[src/hwcu_div.sv]
// ----------------------------------------------------------------------------
// hwcu_div
// restoring divider, one quotient bit per cycle, shared by all divisions
// ----------------------------------------------------------------------------
module hwcu_div #(
    parameter int DVD_W = 66,
    parameter int DVS_W = 35
) (
    input  logic             clk,
    input  logic             rst_n,
    input  logic             start,
    input  logic [DVD_W-1:0] dividend,
    input  logic [DVS_W-1:0] divisor,
    output logic             done,
    output logic [DVD_W-1:0] quotient
);

    localparam int CNT_W = $clog2(DVD_W + 1);

    logic             run_reg, run_next;
    logic             done_reg, done_next;
    logic [CNT_W-1:0] cnt_reg, cnt_next;
    logic [DVD_W-1:0] q_reg, q_next;
    logic [DVS_W-1:0] rem_reg, rem_next;
    logic [DVS_W-1:0] dvs_reg, dvs_next;
    logic [DVS_W:0]   rem_sh;
    logic [DVS_W:0]   diff;

    assign rem_sh = {rem_reg, q_reg[DVD_W-1]};
    assign diff   = rem_sh - {1'b0, dvs_reg};

    always_comb
    begin
        run_next  = run_reg;
        done_next = 1'b0;
        cnt_next  = cnt_reg;
        q_next    = q_reg;
        rem_next  = rem_reg;
        dvs_next  = dvs_reg;
        if (start)
        begin
            run_next = 1'b1;
            cnt_next = '0;
            q_next   = dividend;
            rem_next = '0;
            dvs_next = divisor;
        end
        else if (run_reg)
        begin
            if (rem_sh >= {1'b0, dvs_reg})
            begin
                rem_next = diff[DVS_W-1:0];
                q_next   = {q_reg[DVD_W-2:0], 1'b1};
            end
            else
            begin
                rem_next = rem_sh[DVS_W-1:0];
                q_next   = {q_reg[DVD_W-2:0], 1'b0};
            end
            cnt_next = cnt_reg + 1'b1;
            if (cnt_reg == CNT_W'(DVD_W - 1))
            begin
                run_next  = 1'b0;
                done_next = 1'b1;
            end
        end
    end

    always_ff @(posedge clk or negedge rst_n)
    begin
        if (!rst_n)
        begin
            run_reg  <= 1'b0;
            done_reg <= 1'b0;
            cnt_reg  <= '0;
        end
        else
        begin
            run_reg  <= run_next;
            done_reg <= done_next;
            cnt_reg  <= cnt_next;
        end
    end

    always_ff @(posedge clk)
    begin
        q_reg   <= q_next;
        rem_reg <= rem_next;
        dvs_reg <= dvs_next;
    end

    assign done     = done_reg;
    assign quotient = q_reg;

endmodule

[config.mk]
export PLATFORM = sky130hd
export DESIGN_NAME = hwcu_div
export DESIGN_NICKNAME = d
export VERILOG_FILES = /design/src/hwcu_div.sv
export SDC_FILE = /design/constraint.sdc
export NUM_CORES = 1
export LEC_CHECK = 0
export BUFFER_PORTS_ARGS = -buffer_cell sky130_fd_sc_hd__buf_2
export CORE_MARGIN = 2
export CORE_UTILIZATION = 35
export DETAILED_ROUTE_END_ITERATION = 7
export GPL_ROUTABILITY_DRIVEN = 1
export PLACE_DENSITY = 0.57
export REMOVE_ABC_BUFFERS = 1
export SLEW_MARGIN = 0
export SYNTH_ARGS = -nofsm -noshare
export SYNTH_HDL_FRONTEND = slang
export SYNTH_SLANG_ARGS = --single-unit
[constraint.sdc]
create_clock -name clk -period 5.7 [get_ports clk]
set_input_delay 0.285 -clock clk [delete_from_list [all_inputs] [get_ports clk]]
set_output_delay 0.285 -clock clk [all_outputs]
set_load 0.03 [all_outputs]
==> run summary <==
Instance count along the most critical hold path: 1. The capture point of the worst reg-to-reg path was rem_reg[17]$_SDFFE_PP0P_. Clock latency on the worst-skew pair, taken at its later pin, is 0.43 ns. The total power of the final layout came out at 4050 uW.

The flow ran to the end, and the final reports show no timing, DRC or antenna violations. The number of standard-cell rows in the floorplan came out at 54. Final weighted congestion in routability-driven placement: 0.834. The launch instance of the worst min-delay path was divisor[34]. The height of the die works out to 153 um. Summed over all layers, the global routing overflow is 0. The maximum clock path buffer count was 2; the wire length of the first global-routing pass was 30300 um.

Summed over all nets, the half-perimeter wirelength after detailed placement is 13200 um. The count of buffers from port buffering came out at 170. The logs give 0 for the number of endpoints with negative hold slack in the final report and 0 for the count of buffers added by post-CTS timing repair for setup.

The via density per instance was 5.02. The reg-to-reg critical path startpoint was quotient[65]$_DFFE_PP_. The mean routed wirelength per cell came out at 16.0 um. Summed over all cells, the static leakage comes to 0.00405 uW. The Yosys warning count was 0. For the pin with the worst max-slew slack, the measured transition is 0.724 ns. In the final layout, the multi-input gates occupy 3520 um^2. Clock tree synthesis inserted a total of 17 buffers.

The setup slack of the worst register-to-register path came out at 2.79 ns. The slowest stage of the critical path is the sky130_fd_sc_hd__fa_1 cell. Yosys mapped the design onto 55 distinct sky130hd cell types. The number of buffers and inverters on the critical path is 3. The number of instances in the synthesized netlist was 702; the number of violations reported at the end of detailed-routing iteration 0 was 285.

Adding up every negative setup slack in the final design gives 0 ns. The number of enable flip-flop cells after synthesis was 101; the via count of the first global-routing pass was 5847. In the routed design, unresolved DRC markers number 0. Summed over all layers, the routed wires come to 18500 um. The logs give 5801 for the count of vias placed by the detailed router and 50.7% for the sequential element share of the synthesized area. The power per cell area came out at 426 nW/um^2. For this run, asynchronously set or reset flops after synthesis account for 6.21%. The tools report the endpoint type of the worst setup path as a register. The final clock skew is 0.00869 ns, and the area growth from synthesis to layout is 21.7%.

The largest voltage drop on the vdd net is 0.205 mV. The first detailed-routing pass ran for 7 iterations. The tools report the maximum clock frequency as 0.344 GHz.

Initial standard-cell utilization of the core: 35.7%. The run gives 3 as the initial antenna violation count. In this run the worst hold path is classified as input port to register. The register with the most flip-flops in the layout has 66 of them. Entering global routing, the biggest net connects 67 pins. The maximum fanout count along the critical path came out at 27.

The final layout contains 1005 nets. Cell type with the highest occurrence count on the critical path: sky130_fd_sc_hd__o211ai_1. Critical path launch point type: a register. The share of cells above drive strength 1 is 32.8%. The total area inside the core boundary comes to 21900 um^2.

The run gives 7810 um^2 as the netlist area before placement. The critical path's top delay family was compound AO/OA/AOI/OAI gates. Summing all flip-flop and latch instances after layout gives 3960 um^2. The logs give 0 for the number of pins with negative max-slew slack in the final report and 4 for the number of H-tree branching levels.

Pin placement for this block handled 171 I/O pins. The synthesis-stage register bit count was 145. The worst path in the final design needs a cycle of 2.91 ns, including I/O delays and setup. The total of fill cells in the finished design was 2170; the total global-route track usage was 16.0%.

The clock transition time at the flip-flop clock pins of the worst setup and hold paths was 0.07 ns; the synthesized area per cell was 11.1 um^2. Dominant register cell in the synthesized netlist: sky130_fd_sc_hd__edfxtp_1. The number of antenna diodes in the final layout is 0. Setup violations remaining at the end of the flow were counted as 0. For the number of cells upsized or downsized after cts, the log shows 0. The signal on the critical path passes through inv_1 > ha_1 > fa_1 > nor2b_1 > o31a_1 > o21ai_2 > o211ai_1 > nand3_1 > o211ai_1 > buf_4 > inv_2 > nor4b_1 > o32ai_1. The floorplan step set the die width to 153 um. The tool flagged a number of max-cap violations equal to 0.

At the worst endpoint, the required time is 5.98 ns. The number of cells on the worst reg-to-reg path is 13. In this run the tightest slew margin relative to its limit is 51.7%.

The final cycle utilization of the critical path came out at 51.0%. In this design, the stage delay of the slowest critical-path cell is 0.41 ns. Data arrives at the worst endpoint at 3.19 ns. The critical path class is register to register.

Setup repair after global routing left no endpoint under its margin. The cell sitting at the root of the clock tree is a sky130_fd_sc_hd__clkbuf_16. Once detail routing completed, the nets flagged for antenna violations numbered 0. The worst hold path terminates at dvs_reg[34]$_DFFE_PP_. Clock sink count: 145. TritonCTS built the clock tree. The floorplan step defined a die boundary enclosing 23500 um^2.
-- per-layer routing --
metal	track usage, %	up-vias	part of all wire (%)
met1	20.1	2695	45
met5	0	-	0.15
met3	6.52	19	8.0
met2	25.1	171	46
met4	4.98	4	1.4
li1	-	2912	-
-- report_power, final --
| part | internal [uW] | switching (uW) | total, uW |
|---|---|---|---|
| registers | 1320 | 119 | 1430 |
| clock network | 583 | 514 | 1100 |
| logic | 647 | 873 | 1520 |
-- cells in the mapped netlist (5+ instances only) --
master	number	share of area [%]
sky130_fd_sc_hd__clkbuf_1	22	1.1
sky130_fd_sc_hd__a31oi_1	5	0.40
sky130_fd_sc_hd__dfxtp_1	35	9.0
sky130_fd_sc_hd__a211oi_1	28	2.7
sky130_fd_sc_hd__xor2_1	11	1.2
sky130_fd_sc_hd__a21oi_1	44	2.8
sky130_fd_sc_hd__nand2b_1	5	0.40
sky130_fd_sc_hd__nand3b_1	6	0.58
sky130_fd_sc_hd__o21ai_1	14	0.90
sky130_fd_sc_hd__nor2b_1	5	0.40
sky130_fd_sc_hd__nand2_1	30	1.4
sky130_fd_sc_hd__a21o_1	15	1.4
sky130_fd_sc_hd__mux2_2	67	9.7
sky130_fd_sc_hd__inv_1	50	2.4
sky130_fd_sc_hd__nor2_1	53	2.5
sky130_fd_sc_hd__nor3_1	9	0.58
sky130_fd_sc_hd__nand3_1	11	0.70
sky130_fd_sc_hd__buf_1	5	0.24
sky130_fd_sc_hd__xnor2_1	14	1.6
sky130_fd_sc_hd__nand4_1	10	0.80
sky130_fd_sc_hd__dfrtp_1	9	2.9
sky130_fd_sc_hd__buf_2	8	0.51
sky130_fd_sc_hd__mux2i_1	22	2.8
sky130_fd_sc_hd__edfxtp_1	101	39
sky130_fd_sc_hd__ha_1	37	5.9
sky130_fd_sc_hd__o21ai_0	24	1.5
sky130_fd_sc_hd__o21a_1	11	1.1
-- cell type report --
type                            count  area share (%)
Clock inverter                     14            1.51
Multi-Input combinational cell    471            37.0
Timing Repair Buffer              177            9.59
Sequential cell                   145            41.6
Inverter                           51            2.01
Tap cell                          280            3.68
Clock buffer                       18            4.51
-- metrics by stage --
step / hold slack [ns] / utilization (%) / instance area, um^2 / std cells / setup WS (ns)
2_1_floorplan: -0.0106 / - / 7670 / 667 / 1.26
3_3_place_gp: 0.154 / 40.8 / 8930 / 1123 / 2.86
3_5_place_dp: 0.156 / 40.8 / 8930 / 1123 / 2.79
4_1_cts: 0.0121 / 43.4 / 9510 / 1156 / 2.75
5_1_grt: 0.0106 / 43.4 / 9510 / 1156 / 2.47
6_report: 0.0301 / 43.4 / 9510 / 1156 / 2.79
-- repair_timing --
item / 4_1_cts / 5_1_grt
endpoints found under the setup margin: 0 / 0
hold buffers: 1 / 0
hold endpoints to repair: 9 / 0
-- logic make-up (layout without fill, tap and decap cells) --
logic type | count (synthesis) | in the layout | share of synthesized area, %
multiplexers | 89 | 89 | 12.5
AO/OA/AOI/OAI | 167 | 167 | 14.0
XOR/XNOR | 25 | 25 | 2.80
adder cells (fa/ha/maj) | 38 | 38 | 6.18
AND/OR/NAND/NOR | 152 | 152 | 9.61
buffers and inverters | 86 | 260 | 4.26
flip-flops | 145 | 145 | 50.7
-- worst max path at each step --
stage | depth (start not counted) | slack (ns) | endpoint | startpoint
after floorplan | 11 | 1.26 | rem_reg[30]$_SDFFE_PP0P_ | dvs_reg[17]$_DFFE_PP_
after global placement | 12 | 2.86 | rem_reg[30]$_SDFFE_PP0P_ | dvs_reg[17]$_DFFE_PP_
after CTS | 13 | 2.75 | rem_reg[17]$_SDFFE_PP0P_ | quotient[65]$_DFFE_PP_
after detailed placement | 13 | 2.79 | rem_reg[17]$_SDFFE_PP0P_ | quotient[65]$_DFFE_PP_
final | 13 | 2.79 | rem_reg[17]$_SDFFE_PP0P_ | quotient[65]$_DFFE_PP_
after global routing | 12 | 2.47 | rem_reg[30]$_SDFFE_PP0P_ | dvs_reg[17]$_DFFE_PP_
-- placed cells by master (no fill, tap or decap), types with 14 or more instances in the layout --
cell type,n
sky130_fd_sc_hd__a211oi_1,28
sky130_fd_sc_hd__a21o_1,15
sky130_fd_sc_hd__a21oi_1,44
sky130_fd_sc_hd__buf_2,169
sky130_fd_sc_hd__clkbuf_16,17
sky130_fd_sc_hd__dfxtp_1,35
sky130_fd_sc_hd__edfxtp_1,101
sky130_fd_sc_hd__ha_1,37
sky130_fd_sc_hd__inv_1,50
sky130_fd_sc_hd__mux2_2,67
sky130_fd_sc_hd__mux2i_1,22
sky130_fd_sc_hd__nand2_1,30
sky130_fd_sc_hd__nor2_1,53
sky130_fd_sc_hd__o21ai_0,24
sky130_fd_sc_hd__o21ai_1,14
sky130_fd_sc_hd__xnor2_1,14
(Power assumes the default switching activity.)
